[src/hdl/sfpr_pkg.sv]
// Shared types, codes and helpers for the sync-framed packet receiver.
package sfpr_pkg;

  localparam logic [7:0] SYNC_FIRST  = 8'hB5;
  localparam logic [7:0] SYNC_SECOND = 8'h62;
  localparam logic [2:0] HEADER_BYTES   = 3'd6;
  localparam logic [3:0] FRAME_OVERHEAD = 4'd8;

  localparam logic [1:0] STATUS_GOOD    = 2'd0;
  localparam logic [1:0] STATUS_CK_ERR  = 2'd1;
  localparam logic [1:0] STATUS_LEN_ERR = 2'd2;

  typedef enum logic [1:0] {
    SKIP_NONE,
    SKIP_ADD1,
    SKIP_ADD2
  } skip_op_t;

  typedef enum logic [2:0] {
    EMIT_NONE,
    EMIT_LEN_ERR,
    EMIT_CK_ERR,
    EMIT_EMPTY,
    EMIT_DATA
  } emit_op_t;

  typedef struct packed {
    logic     sum_clear;
    logic     sum_run;
    logic     cap_class;
    logic     cap_id;
    logic     cap_len_lo;
    logic     cap_len_hi;
    logic     seen_clear;
    logic     store_byte;
    logic     cap_ck_a;
    logic     rd_clear;
    logic     rd_issue;
    skip_op_t skip_op;
    emit_op_t emit_op;
  } sfpr_cmd_t;

  typedef struct packed {
    logic is_sync1;
    logic is_sync2;
    logic len_over;
    logic more_payload;
    logic ck_ok;
    logic len_zero;
    logic drain_last;
    logic out_free;
  } sfpr_sts_t;

  function automatic logic [15:0] sat_add16(input logic [15:0] a, input logic [10:0] b);
    logic [16:0] s;
    s = {1'b0, a} + {6'd0, b};
    return s[16] ? 16'hFFFF : s[15:0];
  endfunction

endpackage

[src/hdl/sfpr_if.sv]
// Valid-ready channel interfaces for received bytes and frame results.
interface sfpr_rx_if;
  logic       valid;
  logic       ready;
  logic [7:0] rx_byte;

  modport source (output valid, output rx_byte, input ready);
  modport sink (input valid, input rx_byte, output ready);
endinterface

interface sfpr_res_if;
  logic        valid;
  logic        ready;
  logic [1:0]  status;
  logic [7:0]  class_code;
  logic [7:0]  msg_id;
  logic [15:0] payload_length;
  logic [7:0]  data_byte;
  logic        data_valid;
  logic [5:0]  byte_offset;
  logic        last;
  logic [15:0] skipped_bytes;

  modport source (
    output valid, output status, output class_code, output msg_id,
    output payload_length, output data_byte, output data_valid,
    output byte_offset, output last, output skipped_bytes, input ready
  );
  modport sink (
    input valid, input status, input class_code, input msg_id,
    input payload_length, input data_byte, input data_valid,
    input byte_offset, input last, input skipped_bytes, output ready
  );
endinterface

[src/hdl/sfpr_ctrl.sv]
// Frame parsing and payload drain state machine of the packet receiver.
module sfpr_ctrl import sfpr_pkg::*; (
  input  logic      clk,
  input  logic      rst,
  input  logic      in_valid,
  output logic      in_ready,
  input  sfpr_sts_t sts,
  output sfpr_cmd_t cmd
);

  localparam logic [3:0] S_HUNT     = 4'd0;
  localparam logic [3:0] S_SYNC     = 4'd1;
  localparam logic [3:0] S_CLASS    = 4'd2;
  localparam logic [3:0] S_ID       = 4'd3;
  localparam logic [3:0] S_LEN_LO   = 4'd4;
  localparam logic [3:0] S_LEN_HI   = 4'd5;
  localparam logic [3:0] S_PAYLOAD  = 4'd6;
  localparam logic [3:0] S_CK_B     = 4'd7;
  localparam logic [3:0] S_DRAIN_RD = 4'd8;
  localparam logic [3:0] S_DRAIN_LD = 4'd9;

  logic [3:0] state;
  logic [3:0] state_next;
  logic       parsing;
  logic       accept;

  assign parsing  = (state inside {S_HUNT, S_SYNC, S_CLASS, S_ID, S_LEN_LO, S_LEN_HI,
                                   S_PAYLOAD, S_CK_B});
  assign in_ready = parsing && sts.out_free;
  assign accept   = in_valid && in_ready;

  always_comb begin
    cmd        = '0;
    cmd.skip_op = SKIP_NONE;
    cmd.emit_op = EMIT_NONE;
    state_next = state;
    case (state)
      S_HUNT: begin
        if (accept) begin
          if (sts.is_sync1) state_next = S_SYNC;
          else cmd.skip_op = SKIP_ADD1;
        end
      end
      S_SYNC: begin
        if (accept) begin
          if (sts.is_sync2) begin
            cmd.sum_clear = 1'b1;
            state_next    = S_CLASS;
          end else if (sts.is_sync1) begin
            cmd.skip_op = SKIP_ADD1;
          end else begin
            cmd.skip_op = SKIP_ADD2;
            state_next  = S_HUNT;
          end
        end
      end
      S_CLASS: begin
        if (accept) begin
          cmd.cap_class = 1'b1;
          cmd.sum_run   = 1'b1;
          state_next    = S_ID;
        end
      end
      S_ID: begin
        if (accept) begin
          cmd.cap_id  = 1'b1;
          cmd.sum_run = 1'b1;
          state_next  = S_LEN_LO;
        end
      end
      S_LEN_LO: begin
        if (accept) begin
          cmd.cap_len_lo = 1'b1;
          cmd.sum_run    = 1'b1;
          state_next     = S_LEN_HI;
        end
      end
      S_LEN_HI: begin
        if (accept) begin
          cmd.cap_len_hi = 1'b1;
          cmd.sum_run    = 1'b1;
          cmd.seen_clear = 1'b1;
          if (sts.len_over) begin
            cmd.emit_op = EMIT_LEN_ERR;
            state_next  = S_HUNT;
          end else begin
            state_next = S_PAYLOAD;
          end
        end
      end
      S_PAYLOAD: begin
        if (accept) begin
          if (sts.more_payload) begin
            cmd.store_byte = 1'b1;
            cmd.sum_run    = 1'b1;
          end else begin
            cmd.cap_ck_a = 1'b1;
            state_next   = S_CK_B;
          end
        end
      end
      S_CK_B: begin
        if (accept) begin
          if (!sts.ck_ok) begin
            cmd.emit_op = EMIT_CK_ERR;
            state_next  = S_HUNT;
          end else if (sts.len_zero) begin
            cmd.emit_op = EMIT_EMPTY;
            state_next  = S_HUNT;
          end else begin
            cmd.rd_clear = 1'b1;
            state_next   = S_DRAIN_RD;
          end
        end
      end
      S_DRAIN_RD: begin
        cmd.rd_issue = 1'b1;
        state_next   = S_DRAIN_LD;
      end
      S_DRAIN_LD: begin
        if (sts.out_free) begin
          cmd.emit_op = EMIT_DATA;
          state_next  = sts.drain_last ? S_HUNT : S_DRAIN_RD;
        end
      end
      default: state_next = S_HUNT;
    endcase
  end

  always_ff @(posedge clk) begin
    if (rst) state <= S_HUNT;
    else state <= state_next;
  end

endmodule

[src/hdl/sfpr_datapath.sv]
// Header registers, Fletcher sums, payload buffer, skip counter and result register.
module sfpr_datapath import sfpr_pkg::*; #(
  parameter int MAX_PAYLOAD = 64
) (
  input  logic        clk,
  input  logic        rst,
  input  logic [7:0]  rx_byte,
  input  sfpr_cmd_t   cmd,
  output sfpr_sts_t   sts,
  output logic        out_valid,
  input  logic        out_ready,
  output logic [1:0]  status,
  output logic [7:0]  class_code,
  output logic [7:0]  msg_id,
  output logic [15:0] payload_length,
  output logic [7:0]  data_byte,
  output logic        data_valid,
  output logic [5:0]  byte_offset,
  output logic        last,
  output logic [15:0] skipped_bytes
);

  localparam int AW = (MAX_PAYLOAD > 1) ? $clog2(MAX_PAYLOAD) : 1;
  localparam int CW = $clog2(MAX_PAYLOAD + 1);

  logic [7:0]    frame_class;
  logic [7:0]    frame_id;
  logic [15:0]   frame_length;
  logic [15:0]   len_full;
  logic [CW-1:0] bytes_seen;
  logic [CW-1:0] rd_idx;
  logic [7:0]    sum_a;
  logic [7:0]    sum_b;
  logic [7:0]    sum_a_next;
  logic [7:0]    received_ck_a;
  logic [15:0]   skip_count;
  logic [7:0]    rd_data;
  logic [7:0]    payload_store [MAX_PAYLOAD];
  logic          emit;
  logic          emit_last;

  assign len_full   = {rx_byte, frame_length[7:0]};
  assign sum_a_next = sum_a + rx_byte;
  assign emit       = (cmd.emit_op != EMIT_NONE);
  assign emit_last  = (cmd.emit_op == EMIT_DATA) ? sts.drain_last : emit;

  assign sts.is_sync1     = (rx_byte == SYNC_FIRST);
  assign sts.is_sync2     = (rx_byte == SYNC_SECOND);
  assign sts.len_over     = (len_full > 16'(MAX_PAYLOAD));
  assign sts.more_payload = (16'(bytes_seen) < frame_length);
  assign sts.ck_ok        = (received_ck_a == sum_a) && (rx_byte == sum_b);
  assign sts.len_zero     = (frame_length == 16'd0);
  assign sts.drain_last   = ((16'(rd_idx) + 16'd1) == frame_length);
  assign sts.out_free     = !out_valid || out_ready;

  always_ff @(posedge clk) begin
    if (cmd.sum_clear) begin
      sum_a <= 8'd0;
      sum_b <= 8'd0;
    end else if (cmd.sum_run) begin
      sum_a <= sum_a_next;
      sum_b <= sum_b + sum_a_next;
    end
    if (cmd.cap_class) frame_class <= rx_byte;
    if (cmd.cap_id) frame_id <= rx_byte;
    if (cmd.cap_len_lo) frame_length <= {8'd0, rx_byte};
    if (cmd.cap_len_hi) frame_length <= len_full;
    if (cmd.cap_ck_a) received_ck_a <= rx_byte;
    if (cmd.seen_clear) bytes_seen <= '0;
    else if (cmd.store_byte) bytes_seen <= bytes_seen + CW'(1);
    if (cmd.store_byte) payload_store[bytes_seen[AW-1:0]] <= rx_byte;
    if (cmd.rd_issue) rd_data <= payload_store[rd_idx[AW-1:0]];
    if (cmd.rd_clear) rd_idx <= '0;
    else if (cmd.emit_op == EMIT_DATA) rd_idx <= rd_idx + CW'(1);
  end

  always_ff @(posedge clk) begin
    if (rst) begin
      out_valid  <= 1'b0;
      skip_count <= 16'd0;
    end else begin
      if (emit) out_valid <= 1'b1;
      else if (out_ready) out_valid <= 1'b0;
      if (emit_last) skip_count <= 16'd0;
      else if (cmd.skip_op == SKIP_ADD1) skip_count <= sat_add16(skip_count, 11'd1);
      else if (cmd.skip_op == SKIP_ADD2) skip_count <= sat_add16(skip_count, 11'd2);
    end
  end

  always_ff @(posedge clk) begin
    if (emit) begin
      class_code     <= frame_class;
      msg_id         <= frame_id;
      payload_length <= frame_length;
      data_byte      <= 8'd0;
      data_valid     <= 1'b0;
      byte_offset    <= 6'd0;
      last           <= emit_last;
      skipped_bytes  <= skip_count;
      status         <= STATUS_GOOD;
      case (cmd.emit_op)
        EMIT_LEN_ERR: begin
          status         <= STATUS_LEN_ERR;
          payload_length <= len_full;
          skipped_bytes  <= sat_add16(skip_count, 11'(HEADER_BYTES));
        end
        EMIT_CK_ERR: begin
          status        <= STATUS_CK_ERR;
          skipped_bytes <= sat_add16(skip_count,
                                     11'(frame_length) + 11'(FRAME_OVERHEAD));
        end
        EMIT_DATA: begin
          data_byte   <= rd_data;
          data_valid  <= 1'b1;
          byte_offset <= 6'(rd_idx);
        end
        default: begin
        end
      endcase
    end
  end

endmodule

[src/hdl/sync_framed_packet_receiver_top.sv]
// Top level of the sync-framed packet receiver with Fletcher checksum check.
// Each received byte is one transaction and is taken while the block parses the
// frame; a byte is held off only while a previous result still waits in the
// output register. A frame with a good checksum then releases its payload from
// the internal buffer as one result transaction per byte, each read from
// the buffer into a register first, and no byte is taken during that drain.
// Error frames and empty frames give one result transaction, loaded in the
// same cycle as the byte that completes them.
module sync_framed_packet_receiver_top import sfpr_pkg::*; #(
  parameter int MAX_PAYLOAD = 64
) (
  input  logic      clk,
  input  logic      rst,
  sfpr_rx_if.sink   rx,
  sfpr_res_if.source res
);

  sfpr_cmd_t cmd;
  sfpr_sts_t sts;

  sfpr_ctrl u_ctrl (
    .clk      (clk),
    .rst      (rst),
    .in_valid (rx.valid),
    .in_ready (rx.ready),
    .sts      (sts),
    .cmd      (cmd)
  );

  sfpr_datapath #(
    .MAX_PAYLOAD (MAX_PAYLOAD)
  ) u_datapath (
    .clk            (clk),
    .rst            (rst),
    .rx_byte        (rx.rx_byte),
    .cmd            (cmd),
    .sts            (sts),
    .out_valid      (res.valid),
    .out_ready      (res.ready),
    .status         (res.status),
    .class_code     (res.class_code),
    .msg_id         (res.msg_id),
    .payload_length (res.payload_length),
    .data_byte      (res.data_byte),
    .data_valid     (res.data_valid),
    .byte_offset    (res.byte_offset),
    .last           (res.last),
    .skipped_bytes  (res.skipped_bytes)
  );

endmodule

[src/flat_wrapper.sv]
// flat-port wrapper written by rule: the top's interface ports become plain ports
module sync_framed_packet_receiver_top_flat import sfpr_pkg::*;
#(
  parameter int MAX_PAYLOAD = 64
)
  (clk, rst, rx_valid, rx_rx_byte, rx_ready, res_valid, res_status, res_class_code, res_msg_id, res_payload_length, res_data_byte, res_data_valid, res_byte_offset, res_last, res_skipped_bytes, res_ready);
  sfpr_rx_if rx_i ();
  sfpr_res_if res_i ();
  input  logic clk;
  input  logic rst;
  input wire logic [$bits(rx_i.valid)-1:0] rx_valid;
  input wire logic [$bits(rx_i.rx_byte)-1:0] rx_rx_byte;
  output wire logic [$bits(rx_i.ready)-1:0] rx_ready;
  output wire logic [$bits(res_i.valid)-1:0] res_valid;
  output wire logic [$bits(res_i.status)-1:0] res_status;
  output wire logic [$bits(res_i.class_code)-1:0] res_class_code;
  output wire logic [$bits(res_i.msg_id)-1:0] res_msg_id;
  output wire logic [$bits(res_i.payload_length)-1:0] res_payload_length;
  output wire logic [$bits(res_i.data_byte)-1:0] res_data_byte;
  output wire logic [$bits(res_i.data_valid)-1:0] res_data_valid;
  output wire logic [$bits(res_i.byte_offset)-1:0] res_byte_offset;
  output wire logic [$bits(res_i.last)-1:0] res_last;
  output wire logic [$bits(res_i.skipped_bytes)-1:0] res_skipped_bytes;
  input wire logic [$bits(res_i.ready)-1:0] res_ready;
  assign rx_i.valid = rx_valid;
  assign rx_i.rx_byte = rx_rx_byte;
  assign rx_ready = rx_i.ready;
  assign res_valid = res_i.valid;
  assign res_status = res_i.status;
  assign res_class_code = res_i.class_code;
  assign res_msg_id = res_i.msg_id;
  assign res_payload_length = res_i.payload_length;
  assign res_data_byte = res_i.data_byte;
  assign res_data_valid = res_i.data_valid;
  assign res_byte_offset = res_i.byte_offset;
  assign res_last = res_i.last;
  assign res_skipped_bytes = res_i.skipped_bytes;
  assign res_i.ready = res_ready;
  sync_framed_packet_receiver_top #(.MAX_PAYLOAD(MAX_PAYLOAD)) u_core (.clk(clk), .rst(rst), .rx(rx_i), .res(res_i));
endmodule
[config.mk]
export PLATFORM = sky130hd
export DESIGN_NAME = sync_framed_packet_receiver_top_flat
export DESIGN_NICKNAME = d
export VERILOG_FILES = /design/src/hdl/sfpr_pkg.sv /design/src/hdl/sfpr_if.sv /design/src/hdl/sfpr_ctrl.sv /design/src/hdl/sfpr_datapath.sv /design/src/hdl/sync_framed_packet_receiver_top.sv /design/src/flat_wrapper.sv
export SDC_FILE = /design/constraint.sdc
export NUM_CORES = 1
export LEC_CHECK = 0
export BUFFER_PORTS_ARGS = -buffer_cell sky130_fd_sc_hd__clkbuf_2
export CAP_MARGIN = 20
export CORE_MARGIN = 5
export CORE_UTILIZATION = 35
export CTS_BUF_LIST = sky130_fd_sc_hd__clkbuf_4
export CTS_CLUSTER_DIAMETER = 200
export DETAILED_ROUTE_END_ITERATION = 10
export SKIP_LAST_GASP = 1
export SLEW_MARGIN = 10
export SYNTH_ARGS = -nofsm -noshare
export SYNTH_HDL_FRONTEND = slang
export SYNTH_HIERARCHICAL = 1
export SYNTH_SLANG_ARGS = --single-unit
[constraint.sdc]
create_clock -name clk -period 11.96 [get_ports clk]
set_input_delay 1.794 -clock clk [delete_from_list [all_inputs] [get_ports clk]]
set_output_delay 1.794 -clock clk [all_outputs]
set_load 0.01 [all_outputs]
==> impl_metrics.json, run 1 <==
{
  "dp_hpwl_um": 43700,
  "worst_pin_slew_ns": 1.07,
  "path_buf_inv": 3,
  "antenna_found_initial": 3,
  "ant_nets": 0,
  "tns_ns": 0,
  "synth-edff-count": 626,
  "hold_start": "u_core/u_datapath/frame_id[4]",
  "hold_depth": 0,
  "synth-simple-area-share_pct": 7.28,
  "synth_top_area_share_pct": 65.9,
  "path_max_fanout": 49,
  "p_sw_uw": 1120,
  "yosys.area_share.adder_pct": 1.96,
  "cts_root_buf": "clkbuf_4",
  "synth_compound_area_share_pct": 3.99,
  "rsz0062_at_grt": "no",
  "area_growth_pct": 13.1,
  "die_w_um": 296,
  "clkLatencyLatePin_ns": 1.01,
  "first_pass_iters": 5,
  "period_minus_slack_ns": 5.87,
  "critPathRequiredTime_ns": 12.70,
  "dp.cells": 2769,
  "ys_seq_elements": 677,
  "tritoncts": "done",
  "layout-drive-gt1-share_pct": 28.3,
  "crit_type": "in2reg",
  "holdPathEnd": "u_core/u_datapath/msg_id[4]",
  "slowest_stage": "buf_2",
  "synth_nets": 1740,
  "worstPathArrival_ns": 6.61,
  "r2r_slack_ns": 6.92,
  "place.gp.congestion": 0.854,
  "clkPwrFrac_pct": 39.5,
  "synthXorXnorAreaFrac_pct": 1.93,
  "io_pins": 80,
  "postCtsSetupBuffers": 0,
  "clk_path_buf_depth": 3,
  "p_int_uw": 3740,
  "core_um2": 80700,
  "wire_per_inst_um": 22.1,
  "layout.nets": 1938,
  "synth_flop_cell": "edfxtp_1",
  "synth_commonest_cells": "edfxtp_1 (626), mux4_2 (160), nor2_1 (137)",
  "hold_path_class": "reg2reg",
  "ys_warn_count": 6,
  "die_y_um": 296,
  "cts.clk_slew.worst_paths_ns": 0.06,
  "grt_pass1_wl_um": 103000,
  "yosysTopAreaCell": "edfxtp_1",
  "place_area_um2": 30100,
  "critPathLaunchType": "input port",
  "drt_iter0_drc": 1262,
  "dr_total_vias": 15991,
  "grt_pass1_vias": 16447,
  "end_kind": "flop",
  "fin_skew_ns": 0.0638,
  "fin_area_um2": 32300,
  "dp_slack_ns": 5.15,
  "cap_viol_max_count": 0,
  "synth_most_common_cell": "edfxtp_1",
  "totalWireLength_um": 68000,
  "synth_seq_area_share_pct": 69.4,
  "port_buffers": 79,
  "r2r-end": "u_core/u_datapath/skipped_bytes[15]",
  "synthArstFlopShare_pct": 0,
  "cts_max_level": 4,
  "setup_viol": 0,
  "fp-row-count": 104,
  "rr_startpoint": "u_core/u_datapath/sum_b[4]",
  "status": "finished clean",
  "ctsResizeCount": 0,
  "slew_headroom_pct": 28.4,
  "worstRegToRegCells": 13,
  "cts_buffers": 169,
  "die-area_um2": 87300,
  "vdd_drop_max_mv": 0.0728,
  "syn_inst": 1685,
  "clock-sinks": 677,
  "fill_cells": 7428,
  "postCtsHoldBufs": 0,
  "grt_max_degree": 74,
  "grt_overflow": 0,
  "synthMuxAreaShare_pct": 13.4,
  "syn_area_um2": 28500,
  "synthTopCellsByArea": "edfxtp_1 (66%), mux4_2 (13%), dfxtp_1 (3.6%)",
  "p_leak_uw": 0.0105,
  "power_frac_seq_pct": 53.9,
  "p_per_area_nw_per_um2": 151,
  "fin_crit_sh_pct": 49.1,
  "finalMaxSlewViolations": 0,
  "avgSynthCellArea_um2": 16.9,
  "max_freq_ghz": 0.170,
  "start_util_pct": 35.4,
  "hold_viol_final": 0,
  "layout.cells.non_filler": 3069,
  "globalRouteTotalUtil_pct": 15.7,
  "drc": 0,
  "crit_family": "simple AND/OR/NAND/NOR gates",
  "synth_top_family_by_area": "multiplexers",
  "max_stage_delay_ns": 0.69,
  "synth_cell_types": 72,
  "path_cells": "buf_2, buf_4, xnor2_1, nand4_1, nor4_1, a31oi_1, nor3b_1, nand3_1, inv_1, nand2b_1, nor3_1, nor2_1, o21ai_0, o311ai_1, a211o_1",
  "layout_setup_ws_ns": 6.09,
  "switching_share_pct": 23.1,
  "post_drt_via_cell_ratio": 5.21,
  "comb_power_share_pct": 6.6
}
==> per-stage QoR <==
step	hold WS (ns)	total power, uW	utilization [%]
2_1_floorplan	0.400	2900	-
3_3_place_gp	0.407	2990	37.3
3_5_place_dp	0.408	3000	37.3
4_1_cts	0.422	4940	40.0
5_1_grt	0.437	5100	40.0
6_report	0.419	4860	40.0
==> layer usage <==
layer	part of all wire [%]	GRT usage (%)	up-vias
li1	-	-	7184
met1	44	21.3	8152
met2	48	25.1	565
met3	6.3	3.80	90
met4	1.8	5.00	0
met5	0	0	-
==> power groups by stage <==
| stage | clock network (uW) | registers [uW] | logic, uW |
|---|---|---|---|
| after global placement | 0 | 2670 | 319 |
| final | 1920 | 2620 | 322 |
| after floorplan | 0 | 2650 | 245 |
| after global routing | 2130 | 2620 | 354 |
| after CTS | 1990 | 2620 | 327 |
| after detailed placement | 0 | 2670 | 326 |
==> kinds of logic after synthesis <==
logic type / Yosys count
AOI/OAI and AO/OA: 174
xor gates and xnor gates: 63
adders and majority gates: 43
buffers and inverters: 124
DFF: 677
muxes: 182
and+or+nand+nor: 422
==> cell usage in the layout, fill, tap and decap left out, types with 36 or more instances in the layout <==
master | synthesis | layout
edfxtp_1 | 626 | 626
clkbuf_4 | 0 | 244
mux4_2 | 160 | 160
nor2_1 | 137 | 137
nand2_1 | 97 | 96
clkbuf_2 | 1 | 71
xnor2_1 | 51 | 51
dfxtp_1 | 51 | 47
ha_1 | 40 | 40
buf_4 | 4 | 37
a21oi_1 | 37 | 36
o21ai_0 | 36 | 36
==> how the worst max path moves through the flow <==
stage	start	endpoint	slack (ns)	depth (start not counted)
global route	rx_rx_byte[2]	u_core/u_datapath/skipped_bytes[15]	5.70	15
floorplan	rx_rx_byte[4]	u_core/u_datapath/byte_offset[0]	6.65	9
CTS	rx_rx_byte[2]	u_core/u_datapath/skipped_bytes[15]	6.24	15
global placement	rx_rx_byte[2]	u_core/u_datapath/skipped_bytes[15]	5.29	15
finish	rx_rx_byte[2]	u_core/u_datapath/skipped_bytes[15]	6.09	15
detailed placement	rx_rx_byte[2]	u_core/u_datapath/skipped_bytes[15]	5.15	15
==> registers in the layout, indices dropped and copies added, names as in the netlist <==
signal / cells
u_core/u_datapath/status: 2
u_core/u_datapath/rd_data: 8
u_core/u_datapath/class_code: 8
u_core/u_datapath/sum_a: 8
u_core/u_datapath/frame_class: 8
u_core/u_datapath/bytes_seen: 7
u_core/u_datapath/received_ck_a: 8
u_core/u_datapath/payload_store: 512
u_core/u_datapath/sum_b: 8
u_core/u_datapath/out_valid: 1
u_core/u_datapath/data_byte: 8
u_core/u_datapath/msg_id: 8
u_core/u_datapath/payload_length: 16
u_core/u_datapath/byte_offset: 6
u_core/u_datapath/skip_count: 16
u_core/u_datapath/frame_length: 16
u_core/u_datapath/data_valid: 1
u_core/u_ctrl/state: 4
u_core/u_datapath/last: 1
u_core/u_datapath/rd_idx: 7
u_core/u_datapath/frame_id: 8
u_core/u_datapath/skipped_bytes: 16
==> area by class of cell <==
| type | instances | area (um^2) | area share [%] |
|---|---|---|---|
| flip-flops and latches | 677 | 19800 | 61.4 |
| multi-input cells | 884 | 8170 | 25.3 |
| clock buffers | 244 | 1830 | 5.67 |
| well taps | 1060 | 1330 | 4.11 |
| repair buffers | 117 | 684 | 2.12 |
| clock inverters | 50 | 312 | 0.965 |
| inverters | 34 | 128 | 0.395 |
| diodes | 3 | 7.51 | 0.0232 |
(Power assumes the default switching activity.)
==> run 2, diff against run 1 <==
--- a/config.mk
+++ b/config.mk
@@ -5,6 +5,7 @@
 export SDC_FILE = /design/constraint.sdc
 export NUM_CORES = 1
 export LEC_CHECK = 0
+export ABC_AREA = 1
 export BUFFER_PORTS_ARGS = -buffer_cell sky130_fd_sc_hd__clkbuf_2
 export CAP_MARGIN = 20
 export CORE_MARGIN = 5
==> constraint.sdc (replaced) <==
create_clock -name clk -period 5.6 [get_ports clk]
set_input_delay 0.84 -clock clk [delete_from_list [all_inputs] [get_ports clk]]
set_output_delay 0.84 -clock clk [all_outputs]
set_load 0.01 [all_outputs]
==> impl_metrics.json, run 2 <==
{
  "setup_viol": 0,
  "syn_inst": 2677,
  "layout_common_cells": "edfxtp_1 (626), nor2_1 (519), o21ai_0 (337)",
  "layout.cells.non_filler": 4111,
  "critPathLaunchType": "flop",
  "io_pins": 80,
  "drt_iter0_drc": 2104,
  "synth_nets": 2732,
  "clk_path_buf_depth": 3,
  "period_minus_slack_ns": 3.95,
  "max_freq_ghz": 0.253,
  "end_kind": "flop",
  "path_cells": "inv_1, ha_1, a21oi_1, nand2_1, nand3_1, a21boi_0, o211ai_1, nand3_2, nor2_1, buf_4, nand3_1, nor2_1",
  "worstPathArrival_ns": 4.52,
  "cts_buffers": 176,
  "cts_root_buf": "clkbuf_4",
  "hold_viol_final": 0,
  "die-area_um2": 91200,
  "layout.nets": 2883,
  "globalRouteTotalUtil_pct": 17.5,
  "synth_cell_types": 48,
  "dp_hpwl_um": 50100,
  "synthTopCellsByArea": "edfxtp_1 (63%), nor2_1 (6.5%), o21ai_0 (5.7%)",
  "fin_area_um2": 33700,
  "port_buffers": 79,
  "path_max_fanout": 12,
  "max_stage_delay_ns": 0.85,
  "post_drt_via_cell_ratio": 5.14,
  "syn_area_um2": 29800,
  "synth_commonest_cells": "edfxtp_1 (626), nor2_1 (519), o21ai_0 (337)",
  "area_growth_pct": 12.8,
  "synth-edff-count": 626,
  "finalMaxSlewViolations": 0,
  "final_common_cell": "edfxtp_1",
  "synth_flop_cell": "edfxtp_1",
  "rsz0062_at_grt": "no",
  "dp.cells": 3793,
  "path_buf_inv": 2,
  "grt_pass1_vias": 20435,
  "first_pass_iters": 8,
  "yosysTopAreaCell": "edfxtp_1",
  "hold_path_class": "in2reg",
  "start_util_pct": 35.2,
  "grt_max_degree": 190,
  "grt_pass1_wl_um": 123000,
  "p_total_uw": 16400,
  "worst_pin_slew_ns": 0.994,
  "status": "finished clean",
  "place_area_um2": 31300,
  "die_y_um": 302,
  "totalWireLength_um": 81000,
  "synth_top_area_share_pct": 63.0,
  "fill_cells": 8304,
  "cts.clk_slew.worst_paths_ns": 0.07,
  "avgSynthCellArea_um2": 11.1,
  "fin_skew_ns": 0.107,
  "dr_total_vias": 21132,
  "largest_reg_flops": 512,
  "ant_nets": 0,
  "critPathRequiredTime_ns": 6.17,
  "fin_crit_sh_pct": 70.5,
  "clock-sinks": 677,
  "tritoncts": "done",
  "die_w_um": 302,
  "wire_per_inst_um": 19.7,
  "synthArstFlopShare_pct": 0,
  "grt_overflow": 0,
  "ys_warn_count": 6,
  "synth_most_common_cell": "edfxtp_1",
  "cts_max_level": 4,
  "antenna_found_initial": 4,
  "core_um2": 84900,
  "clkLatencyLatePin_ns": 1.04,
  "place.gp.congestion": 0.882,
  "synth_seq_area_share_pct": 66.4,
  "ys_seq_elements": 677,
  "vdd_drop_max_mv": 0.421,
  "p_leak_uw": 0.0120,
  "slowest_stage": "nor2_1",
  "drc": 0,
  "p_per_area_nw_per_um2": 487,
  "cap_viol_max_count": 0,
  "postCtsSetupBuffers": 0,
  "layout-drive-gt1-share_pct": 15.8,
  "slew_headroom_pct": 33.7,
  "tns_ns": 0,
  "crit_family": "simple AND/OR/NAND/NOR gates",
  "fp-row-count": 107,
  "crit_type": "reg2reg"
}
-- run 2: worst paths after layout --
check | from | endpoint | slack (ns) | depth (start not counted)
max | u_core/u_datapath/frame_length[3] | u_core/u_datapath/payload_store[4][6] | 1.65 | 12
min | rx_rx_byte[4] | u_core/u_datapath/frame_class[4] | 0.16 | 1
max reg2reg | u_core/u_datapath/frame_length[3] | u_core/u_datapath/payload_store[4][6] | 1.65 | 12
min reg2reg | u_core/u_datapath/frame_id[1] | u_core/u_datapath/msg_id[1] | 0.42 | 0
-- run 2: layer usage --
metal / part of all wire (%) / vias up / GRT usage, %
met4: 2.3 / 2 / 6.34
met1: 44 / 10169 / 24.7
met2: 45 / 873 / 26.5
met3: 8.6 / 130 / 4.40
li1: - / 9958 / -
met5: 0.016 / - / 0
-- run 2: cell families (layout without fill, tap and decap cells) --
| logic type | Yosys count | count (layout) | share of synthesized area (%) |
|---|---|---|---|
| AO/OA/AOI/OAI | 572 | 572 | 11.2 |
| XOR/XNOR | 55 | 55 | 1.61 |
| adder cells (fa/ha/maj) | 43 | 43 | 1.88 |
| buffers and inverters | 310 | 592 | 4.51 |
| flip-flops | 677 | 677 | 66.4 |
| other | 0 | 8 | 0 |
| AND/OR/NAND/NOR | 1020 | 1020 | 14.4 |
-- run 2: report_power, final --
part	internal, uW	leakage [uW]	switching (uW)
logic	1760	0.00453	3890
clock network	2470	0.00141	2000
registers	5840	0.00606	438
-- run 2: timing repair --
action / 4_1_cts / 5_1_grt
resized for setup: 0 / 0
endpoints found under the hold margin: 1 / 0
hold buffers: 1 / 0
-- run 2: layout make-up --
cell class	count	area, um^2	share of cell area [%]
clock buffers	277	2080	6.17
repair buffers	110	696	2.07
clock inverters	32	287	0.851
diodes	8	20.0	0.0594
flip-flops and latches	677	19800	58.9
well taps	1144	1430	4.25
multi-input cells	1690	8680	25.8
inverters	173	656	1.95
-- run 2: through the flow --
| step | utilization [%] | hold slack, ns | worst slack (ns) |
|---|---|---|---|
| after floorplan | - | 0.400 | 1.82 |
| after global placement | 36.9 | 0.406 | 1.67 |
| after detailed placement | 36.9 | 0.409 | 1.61 |
| after CTS | 39.7 | 0.0120 | 1.66 |
| after global routing | 39.7 | 0.0470 | 1.35 |
| final | 39.7 | 0.159 | 1.65 |
